[src/sv/tsh_pkg.sv]
// ----------------------------------------------------------------------------
// tsh_pkg - shared types and constants for the turn signal sequencer
// Mode codes, button masks and the architectural state record.
// ----------------------------------------------------------------------------
package tsh_pkg;

  localparam int unsigned BTN_W  = 5;
  localparam int unsigned LED_W  = 16;
  localparam int unsigned STEP_W = 3;
  localparam int unsigned MODE_W = 3;

  // blink mode codes
  localparam logic [MODE_W-1:0] MODE_IDLE  = 3'd0;
  localparam logic [MODE_W-1:0] MODE_L_ON  = 3'd1;
  localparam logic [MODE_W-1:0] MODE_L_OFF = 3'd2;
  localparam logic [MODE_W-1:0] MODE_R_ON  = 3'd3;
  localparam logic [MODE_W-1:0] MODE_R_OFF = 3'd4;
  localparam logic [MODE_W-1:0] MODE_H_ON  = 3'd5;
  localparam logic [MODE_W-1:0] MODE_H_OFF = 3'd6;

  localparam logic [BTN_W-1:0] LEFT_BIT   = 5'b00010;
  localparam logic [BTN_W-1:0] RIGHT_BIT  = 5'b01000;
  localparam logic [BTN_W-1:0] HAZARD_BIT = 5'b10000;

  localparam logic [STEP_W-1:0] STEP_MAX     = 3'd7;
  localparam logic [STEP_W-1:0] ON_LAST_STEP  = 3'd5;
  localparam logic [STEP_W-1:0] OFF_LAST_STEP = 3'd2;
  localparam int unsigned       LEFT_BASE    = 10;

  typedef struct packed {
    logic              press_latched;
    logic [MODE_W-1:0] mode;
    logic [LED_W-1:0]  leds;
    logic [STEP_W-1:0] step;
    logic              hold_clear;
    logic              count_en;
    logic              stop_req;
  } tsh_state_t;

  localparam tsh_state_t STATE_RESET = '{
    press_latched: 1'b0,
    mode:          MODE_IDLE,
    leds:          '0,
    step:          '0,
    hold_clear:    1'b1,
    count_en:      1'b0,
    stop_req:      1'b0
  };

endpackage

[src/sv/tsh_step.sv]
// ----------------------------------------------------------------------------
// tsh_step - next-state logic for one button poll
// Step counter update, press filter and the blink mode machine.
// ----------------------------------------------------------------------------
module tsh_step import tsh_pkg::*; (
  input  tsh_state_t       state_i,
  input  logic [BTN_W-1:0] buttons_i,
  input  logic             tick_i,
  output tsh_state_t       state_o
);

  logic [STEP_W-1:0] step_t;
  logic [BTN_W-1:0]  pressed;
  logic [BTN_W-1:0]  mask;
  logic              is_on;
  logic              is_off;
  logic              use_left;
  logic              use_right;
  logic              hit;
  logic [MODE_W-1:0] next_mode;
  logic [LED_W-1:0]  side;
  tsh_state_t        nxt;

  always_comb begin
    step_t = state_i.step;
    if (tick_i) begin
      if (state_i.hold_clear) begin
        step_t = '0;
      end else if (state_i.count_en && (state_i.step != STEP_MAX)) begin
        step_t = state_i.step + 3'd1;
      end
    end
  end

  // only the first nonzero poll of a press gets through
  assign pressed = state_i.press_latched ? '0 : buttons_i;

  always_comb begin
    mask      = '0;
    is_on     = 1'b0;
    is_off    = 1'b0;
    use_left  = 1'b0;
    use_right = 1'b0;
    next_mode = MODE_IDLE;
    case (state_i.mode)
      MODE_L_ON: begin
        mask = LEFT_BIT; is_on = 1'b1; use_left = 1'b1; next_mode = MODE_L_OFF;
      end
      MODE_L_OFF: begin
        mask = LEFT_BIT; is_off = 1'b1; next_mode = MODE_L_ON;
      end
      MODE_R_ON: begin
        mask = RIGHT_BIT; is_on = 1'b1; use_right = 1'b1; next_mode = MODE_R_OFF;
      end
      MODE_R_OFF: begin
        mask = RIGHT_BIT; is_off = 1'b1; next_mode = MODE_R_ON;
      end
      MODE_H_ON: begin
        mask = HAZARD_BIT; is_on = 1'b1; use_left = 1'b1; use_right = 1'b1;
        next_mode = MODE_H_OFF;
      end
      MODE_H_OFF: begin
        mask = HAZARD_BIT; is_off = 1'b1; next_mode = MODE_H_ON;
      end
      default: begin
        next_mode = MODE_IDLE;
      end
    endcase
  end

  assign hit = |(pressed & mask);

  always_comb begin
    nxt               = state_i;
    nxt.press_latched = |buttons_i;
    nxt.step          = step_t;
    side              = '0;
    if (is_on) begin
      nxt.count_en = 1'b1;
      if (hit) begin
        nxt.stop_req = 1'b1;
      end else if (step_t > ON_LAST_STEP) begin
        nxt.mode       = next_mode;
        nxt.step       = '0;
        nxt.count_en   = 1'b0;
        nxt.hold_clear = 1'b0;
      end
      // steps six and seven light nothing on either side
      if (nxt.step <= ON_LAST_STEP) begin
        if (use_left) begin
          side[4'(LEFT_BASE) + {1'b0, nxt.step}] = 1'b1;
        end
        if (use_right) begin
          side[{1'b0, ON_LAST_STEP - nxt.step}] = 1'b1;
        end
      end
      nxt.leds = state_i.leds | side;
    end else if (is_off) begin
      nxt.count_en = 1'b1;
      nxt.leds     = '0;
      if (hit || state_i.stop_req) begin
        nxt.mode = MODE_IDLE;
      end else if (step_t > OFF_LAST_STEP) begin
        nxt.mode       = next_mode;
        nxt.step       = '0;
        nxt.count_en   = 1'b0;
        nxt.hold_clear = 1'b0;
      end
    end else begin
      nxt.mode       = MODE_IDLE;
      nxt.count_en   = 1'b0;
      nxt.leds       = '0;
      nxt.hold_clear = 1'b1;
      nxt.stop_req   = 1'b0;
      if (|(pressed & (LEFT_BIT | RIGHT_BIT | HAZARD_BIT))) begin
        nxt.hold_clear = 1'b0;
        nxt.count_en   = 1'b1;
        if (|(pressed & LEFT_BIT)) begin
          nxt.mode = MODE_L_ON;
        end else if (|(pressed & RIGHT_BIT)) begin
          nxt.mode = MODE_R_ON;
        end else begin
          nxt.mode = MODE_H_ON;
        end
      end
    end
  end

  assign state_o = nxt;

endmodule

[src/sv/turn_signal_hazard_sequencer.sv]
// ----------------------------------------------------------------------------
// turn_signal_hazard_sequencer - sequential turn signal and hazard controller
// Button polls in, LED drive patterns out, one pattern per poll.
// ----------------------------------------------------------------------------
// Usage:
//   The slave stream carries one button poll per request: five raw button
//   bits and a tick flag saying a timer period elapsed before the poll.
//   The master stream returns the 16-bit LED pattern after that poll.
//   Each poll lands in an input register; the step logic then reads it
//   together with the sequencer state and writes the result register and
//   the new state in the same cycle.
//   Two register stages: the input register, then the result register that
//   drives the master side. Throughput is one poll per cycle while the
//   receiver does not stall, set by the state loop through the step logic.
//   While the receiver stalls, the result register holds its pattern, the
//   input register fills, and s_axis_tready drops until the result is taken.
//   Reset empties both registers and puts the sequencer in idle with all
//   LEDs dark, the step counter held at zero and no press latched.
// ----------------------------------------------------------------------------
module turn_signal_hazard_sequencer import tsh_pkg::*; (
  input  logic        clk_i,
  input  logic        rst_ni,
  input  logic        s_axis_tvalid,
  output logic        s_axis_tready,
  input  logic [7:0]  s_axis_tdata,   // [4:0] buttons, [5] tick, [7:6] zero
  output logic        m_axis_tvalid,
  input  logic        m_axis_tready,
  output logic [15:0] m_axis_tdata    // [15:0] leds
);

  logic             in_valid_q;
  logic [BTN_W-1:0] buttons_q;
  logic             tick_q;
  logic             out_valid_q;
  logic [LED_W-1:0] leds_q;
  logic             advance;
  tsh_state_t       state_q;
  tsh_state_t       state_d;

  assign advance       = in_valid_q && (!out_valid_q || m_axis_tready);
  assign s_axis_tready = !in_valid_q || advance;

  always_ff @(posedge clk_i or negedge rst_ni) begin
    if (!rst_ni) begin
      in_valid_q <= 1'b0;
    end else if (s_axis_tready) begin
      in_valid_q <= s_axis_tvalid;
    end
  end

  always_ff @(posedge clk_i) begin
    if (s_axis_tvalid && s_axis_tready) begin
      buttons_q <= s_axis_tdata[BTN_W-1:0];
      tick_q    <= s_axis_tdata[BTN_W];
    end
  end

  tsh_step u_step (
    .state_i   (state_q),
    .buttons_i (buttons_q),
    .tick_i    (tick_q),
    .state_o   (state_d)
  );

  always_ff @(posedge clk_i or negedge rst_ni) begin
    if (!rst_ni) begin
      state_q <= STATE_RESET;
    end else if (advance) begin
      state_q <= state_d;
    end
  end

  always_ff @(posedge clk_i or negedge rst_ni) begin
    if (!rst_ni) begin
      out_valid_q <= 1'b0;
    end else if (advance) begin
      out_valid_q <= 1'b1;
    end else if (m_axis_tready) begin
      out_valid_q <= 1'b0;
    end
  end

  always_ff @(posedge clk_i) begin
    if (advance) begin
      leds_q <= state_d.leds;
    end
  end

  assign m_axis_tvalid = out_valid_q;
  assign m_axis_tdata  = leds_q;

`ifndef SYNTH
  // idle always drives the LEDs dark
  a_idle_dark: assert property (@(posedge clk_i) disable iff (!rst_ni)
    (state_q.mode == MODE_IDLE) |-> (state_q.leds == '0))
    else $error("leds lit while idle");

  // the counter is only held clear from idle
  a_hold_idle: assert property (@(posedge clk_i) disable iff (!rst_ni)
    state_q.hold_clear |-> (state_q.mode == MODE_IDLE))
    else $error("hold_clear set outside idle");

  // a poll that moves on always leaves a result behind
  a_adv_out: assert property (@(posedge clk_i) disable iff (!rst_ni)
    advance |=> out_valid_q)
    else $error("processed poll produced no result");

  // a result the receiver did not take is not overwritten
  a_no_overrun: assert property (@(posedge clk_i) disable iff (!rst_ni)
    (out_valid_q && !m_axis_tready) |-> !advance)
    else $error("result register overrun");
`endif

endmodule

[config.mk]
export PLATFORM = sky130hd
export DESIGN_NAME = turn_signal_hazard_sequencer
export DESIGN_NICKNAME = d
export VERILOG_FILES = /design/src/sv/tsh_pkg.sv /design/src/sv/tsh_step.sv /design/src/sv/turn_signal_hazard_sequencer.sv
export SDC_FILE = /design/constraint.sdc
export NUM_CORES = 1
export LEC_CHECK = 0
export BUFFER_PORTS_ARGS = -buffer_cell sky130_fd_sc_hd__buf_2
export CAP_MARGIN = 20
export CORE_AREA = 4 4 72 74
export DETAILED_ROUTE_END_ITERATION = 10
export DIE_AREA = 0 0 76 78
export PLACE_DENSITY = 0.77
export SKIP_CTS_REPAIR_TIMING = 1
export SYNTH_ARGS = -nofsm -noshare
export SYNTH_HDL_FRONTEND = slang
export SYNTH_SLANG_ARGS = --single-unit
export TNS_END_PERCENT = 30
[constraint.sdc]
create_clock -name clk_i -period 3.28 [get_ports clk_i]
set_input_delay 0.656 -clock clk_i [delete_from_list [all_inputs] [get_ports clk_i]]
set_output_delay 0.656 -clock clk_i [all_outputs]
set_load 0.02 [all_outputs]
==> impl_metrics.toml, run 1 <==
[power]
p_per_area_nw_per_um2 = 779
internal_power_mw = 1.31
power_switching_mw = 0.930
p_comb_share_pct = 43.6
p_seq_share_pct = 40.0
leakage_nw = 1.21
ir_drop_uv = 494
power_mw = 2.25
p_clk_share_pct = 16.4
swShare_pct = 41.4

[outcome]
status = "complete, no violations"

[place]
dp_hpwl_microns = 3650
place_area_sq_um = 2780
numPortBuffers = 27
routabilityCongestion = 0.822

[finish]
drive_above_1_share_pct = 20.8
multi_input_area_sq_um = 1130
final_cell_area_sq_um = 2880
nFillCells = 374
seqCellArea_sq_um = 1360
area_growth_pct = 12.7
n_antenna_cell = 0
nets = 301

[drt]
wire_per_inst_microns = 15.0
vias_per_cell = 5.67
drt-initial-drc-count = 108
via_count = 1916
ant_nets = 0
dr.pass1.iters = 4
wl_microns = 5060
drc = 0

[synth]
yosys.area.top_type = "dfrtp_1"
syn_area_per_cell_sq_um = 10.3
synth_cell_types = 51
synth_top_family_by_area = "compound AO/OA/AOI/OAI gates"
ys_ff_latch = 50
ys_warn_count = 0
yosysTopAreaCellShare_pct = 26.4
synth-xor-area-share_pct = 0.685
synth-edff-count = 22
synth_area_leaders = "dfrtp_1, edfxtp_1, nor2_1"
ys.flop_type = "dfrtp_1"
synth_compound_area_share_pct = 20.4
synthAdderAreaFrac_pct = 2.93
synth-async-reset-ratio_pct = 56.0
synthMuxAreaShare_pct = 1.22
yosysMostFrequentCell = "nor2_1"
synth_nets = 267
syn_area_sq_um = 2560
synth_cells = 249
yosysSeqAreaShare_pct = 53.3
synth-simple-area-share_pct = 18.6
ys_top_cells_by_count = "nor2_1, a21oi_1, dfrtp_1"

[die]
die_h_microns = 78
die_w_microns = 76
io_pins = 30
num_rows = 25
core_sq_um = 4600
floorplan.initialDensity_pct = 55.6
dieArea_sq_um = 5930

[job]
cap_violations = 0

[timing]
tightest_slew_ps = 787
slew_viol_final = 0
final_hold_viol_count = 0
finalSetupViolations = 0
skew_ps = 11.2
rsz0062_at_grt = "yes"
slew_headroom_pct = 47.3
fmax_mhz = 317
fin_crit_sh_pct = 96.2
fin_crit_ps = 3150

[critical_path]
worstSetupPathType = "flop to flop"
cp.arrival_ps = 3200
critPathLaunchType = "flop"
crit_path_end_kind = "flop"
cp_max_fo = 8
worstPathRequired_ps = 3320

[clocking]
cts_sinks = 50
clock_path_buffers = 2
clock_latency_ps = 310
cts_tree = "built"
cts_made_buffers = 5
cts-htree-levels = 2
clock-root-buffer = "clkbuf_8"
path_clk_slew_ps = 100

[global_routing]
grt_overflow = 0
grt_max_degree = 29
antenna_found_initial = 0
first_global_vias = 1905
grt_pass1_wl_microns = 8650
grt_util_all_layers_pct = 17.9

[hold_path]
min_path_type = "primary input to asynchronous set/reset pin"
## path summary, 6_finish.rpt
check | from | to | slack, ps | depth (start not counted)
min reg2reg | in_valid_q | m_axis_tvalid | 500 | 1
min in group clk_i | in_valid_q | m_axis_tvalid | 500 | 1
max in group asynchronous | rst_ni | state_q[8] | 2510 | 1
min | rst_ni | state_q[0] | 350 | 1
max reg2reg | state_q[4] | m_axis_tdata[4] | 130 | 13
max | state_q[4] | m_axis_tdata[4] | 130 | 13
## cell usage in the layout (no fill, tap or decap), types with 2 or more instances in the layout
cell type and count:
ha_1 5, buf_2 27, clkbuf_8 5, a31oi_1 9
nand3_1 2, and3b_1 2, mux2i_1 2, buf_4 10
nor3_1 9, nand3b_1 2, a22o_1 3, edfxtp_1 22
a21oi_1 31, nand2_1 13, dfrtp_1 27, nor2b_1 7
inv_1 5, o21ai_1 2, nor4_2 2, nor2_1 49
and2_1 5, clkinvlp_4 2, a221oi_1 2, nand2b_1 6
a211oi_2 2, a21o_1 2, o21ai_0 5
## metal layers
layer  wire, microns  track usage [%]
met2            2510             30.8
met5               0                0
met1            2300             22.8
met4              62             4.45
met3             188             4.18
## registers in the layout, indices dropped and copies added (netlist names)
name	cells
tick_q	1
buttons_q	5
m_axis_tvalid	1
in_valid_q	1
state_q	26
m_axis_tdata	16
## through the flow
stage	hold WS [ps]	worst slack, ps	std cells	util [%]	setup TNS, ps
4_1_cts	372	94.2	338	62.5	0
3_5_place_dp	481	130	330	60.5	0
6_report	354	126	338	62.7	0
2_1_floorplan	360	248	249	-	0
5_1_grt	387	-55.5	338	62.7	-118
3_3_place_gp	463	244	330	60.5	0
## power by group through the flow
stage / combinational (mW) / sequential [mW] / clock [mW]
floorplan: 0.724 / 0.907 / 0
finish: 0.979 / 0.898 / 0.368
detailed placement: 0.965 / 0.909 / 0
global placement: 0.941 / 0.901 / 0
CTS: 0.967 / 0.897 / 0.379
global route: 1.09 / 0.915 / 0.403
## logic make-up after synthesis
logic type / count (synthesis)
xor gates and xnor gates: 2
DFF: 50
muxes: 3
and+or+nand+nor: 100
adders and majority gates: 6
buffers and inverters: 15
AOI/OAI and AO/OA: 73
## worst max-delay path, cell delays in order, from the launching register on
cell and delay (ps):
dfrtp_1 430, ha_1 200, ha_1 180, nand2b_1 190, a22oi_1 250, a2bb2oi_2 320
nor3_1 110, nor2_1 230, ha_2 300, nor2b_1 220, nor4_2 80, buf_4 170
a21oi_1 150, nor2_1 60
## area by class of cell
type | instances | area share, %
clock buffers | 5 | 2.39
clock inverters | 3 | 0.825
inverters | 5 | 0.651
multi-input cells | 184 | 39.2
flip-flops and latches | 50 | 47.3
well taps | 54 | 2.34
repair buffers | 37 | 7.29
(Power assumes the default switching activity.)
==> run 2, diff against run 1 <==
ABC_AREA = 1   (was unset)
CORE_AREA = 4 4 73 75   (was 4 4 72 74)
DIE_AREA = 0 0 77 79   (was 0 0 76 78)
==> run 2 against run 1 <==
Against the previous run: setup slack better by 280 ps; area after synthesis up 3.7%; sequential share of layout area down 0.69 points; final cell count up 20%; synthesized cell count up 28%; flip-flop and latch count unchanged.
==> impl_metrics.toml, run 2 <==
[drt]
wire_per_inst_microns = 12.7
drt-initial-drc-count = 97
drc = 0
wl_microns = 5140
ant_nets = 0
vias_per_cell = 5.28
via_count = 2135
dr.pass1.iters = 4

[die]
dieArea_sq_um = 6080
io_pins = 30
num_rows = 25
floorplan.initialDensity_pct = 56.9
die_w_microns = 77
core_sq_um = 4660
die_h_microns = 79

[timing]
final_hold_viol_count = 0
finalSetupViolations = 0
fin_crit_ps = 2870
skew_ps = 4.91
fin_crit_sh_pct = 87.6
finalSetupTns_ps = 0
slew_viol_final = 0
tightest_slew_ps = 912
rsz0062_at_grt = "no"
slew_headroom_pct = 39.0
fmax_mhz = 348
hold_slack_ps = 380

[critical_path]
slowest_stage = "dfrtp_1"
cp.arrival_ps = 3100
r2r_cells = 18
startpoint = "state_q[3]"
r2r-start = "state_q[3]"
crit_family = "simple AND/OR/NAND/NOR gates"
crit_chain = "ha_1, ha_1, inv_1, nand3_2, nand2_1, nand3_2, inv_1, nand2_1, nand2_2, inv_1, ha_1, nor2_1, inv_1, nor2_1, nand4_1, nand2_1, nand2_1, o21ai_0"
crit_path_end_kind = "flop"
worstPathRequired_ps = 3510
worstSetupPathType = "flop to flop"
rrSetupSlack_ps = 410
crit_path_max_incr_delay_ps = 390
reg2reg_to = "state_q[13]"
crit_buf_inv = 4
cp_max_fo = 8
critPathLaunchType = "flop"

[power]
p_per_area_nw_per_um2 = 672
p_seq_share_pct = 40.1
power_switching_mw = 0.844
p_clk_share_pct = 17.9
swShare_pct = 43.0
ir_drop_uv = 407
p_comb_share_pct = 42.0
internal_power_mw = 1.12
leakage_nw = 1.40

[synth]
synth_nets = 337
ys_warn_count = 0
synth-async-reset-ratio_pct = 56.0
synth_cell_types = 33
yosysMostFrequentCell = "nand2_1"
syn_area_per_cell_sq_um = 8.32
synth_area_leaders = "dfrtp_1, edfxtp_1, nand2_1"
syn_area_sq_um = 2650
ys.flop_type = "dfrtp_1"
synth_cells = 319
yosysSeqAreaShare_pct = 51.3
yosysTopAreaCellShare_pct = 25.5
yosys.area.top_type = "dfrtp_1"
ys_top_cells_by_count = "nand2_1, inv_1, dfrtp_1"
ys_ff_latch = 50
synth-edff-count = 22

[clocking]
cts_sinks = 50
cts_made_buffers = 5
clock_latency_ps = 300
cts_tree = "built"
cts-htree-levels = 2
clock_path_buffers = 2
path_clk_slew_ps = 90
clock-root-buffer = "clkbuf_8"

[global_routing]
grt_overflow = 0
grt_max_degree = 31
antenna_found_initial = 0
first_global_vias = 2147
grt_util_all_layers_pct = 18.9
grt_pass1_wl_microns = 9290

[finish]
largest_register = "state_q"
mostFrequentLayoutCells = "nand2_1, inv_1, dfrtp_1, buf_2, nor2_1"
largest_register_ffs = 26
nFillCells = 396
seqCellArea_sq_um = 1360
final_common_cell = "nand2_1"
area_growth_pct = 10.2
nets = 367
multi_input_area_sq_um = 1050
final_cell_area_sq_um = 2930
n_antenna_cell = 0
drive_above_1_share_pct = 17.7

[place]
numPortBuffers = 27
routabilityCongestion = 0.899
dp_hpwl_microns = 3780
place_area_sq_um = 2840

[job]
cap_violations = 0

[hold_path]
min_path_type = "primary input to asynchronous set/reset pin"

[outcome]
status = "complete, no violations"
-- run 2: cell count changes in the layout (fill, tap and decap cells not counted), sizes merged, moves of 7 or more --
cell / previous run / this run
a21oi: 32 / 16
buf: 37 / 29
inv: 6 / 57
nand2: 13 / 86
nand3: 2 / 22
nor2: 49 / 28
nor2b: 7 / 0
nor3: 9 / 2
o21ai: 7 / 30
-- run 2: cell families after synthesis --
kind of cell	synth area share (%)
fa+ha+maj	2.83
compound gates	11.3
flops	51.3
buf+inv	9.10
simple gates	24.8
xor+xnor	0.613
-- run 2: cell type report --
| class | count | share of cell area (%) |
|---|---|---|
| clock buffers | 6 | 2.48 |
| clock inverters | 2 | 0.428 |
| inverters | 56 | 7.19 |
| multi-input cells | 207 | 35.9 |
| flip-flops and latches | 50 | 46.6 |
| well taps | 54 | 2.31 |
| repair buffers | 29 | 5.13 |
-- run 2: worst max-delay path by stage --
stage | slack [ps] | cells after the start | endpoint
after floorplan | 770 | 16 | m_axis_tdata[15]
after global placement | 480 | 16 | m_axis_tdata[7]
after detailed placement | 410 | 18 | state_q[13]
after CTS | 390 | 18 | state_q[13]
after global routing | 100 | 18 | state_q[13]
final | 410 | 18 | state_q[13]
-- run 2: worst register-to-register path, cell delays in order, from the launching register on --
cell and delay (ps):
dfrtp_1 390, ha_1 210, ha_1 170, inv_1 100, nand3_2 130, nand2_1 110
nand3_2 150, inv_1 150, nand2_1 80, nand2_2 150, inv_1 90, ha_1 310
nor2_1 150, inv_1 100, nor2_1 170, nand4_1 150, nand2_1 80, nand2_1 40
o21ai_0 100
-- run 2: power groups by stage --
stage | logic (mW) | registers [mW] | clock network [mW]
finish | 0.825 | 0.788 | 0.352
global route | 0.934 | 0.798 | 0.394
CTS | 0.822 | 0.786 | 0.361
detailed placement | 0.814 | 0.800 | 0
global placement | 0.803 | 0.798 | 0
floorplan | 0.603 | 0.825 | 0
-- run 2: metal layers --
metal / GRT usage (%) / vias up / part of all wire, %
li1: - / 1088 / -
met1: 23.9 / 986 / 46
met2: 32.5 / 51 / 48
met3: 3.85 / 10 / 4.6
met4: 6.76 / 0 / 1.8
met5: 0 / - / 0
-- run 2: metrics by stage --
step / instances / power [mW] / util (%) / setup WS (ps)
final: 404 / 1.96 / 62.8 / 408
after global placement: 396 / 1.60 / 60.9 / 482
after CTS: 404 / 1.97 / 62.8 / 395
after detailed placement: 396 / 1.61 / 60.9 / 407
after floorplan: 319 / 1.43 / - / 766
after global routing: 404 / 2.13 / 62.8 / 96.2
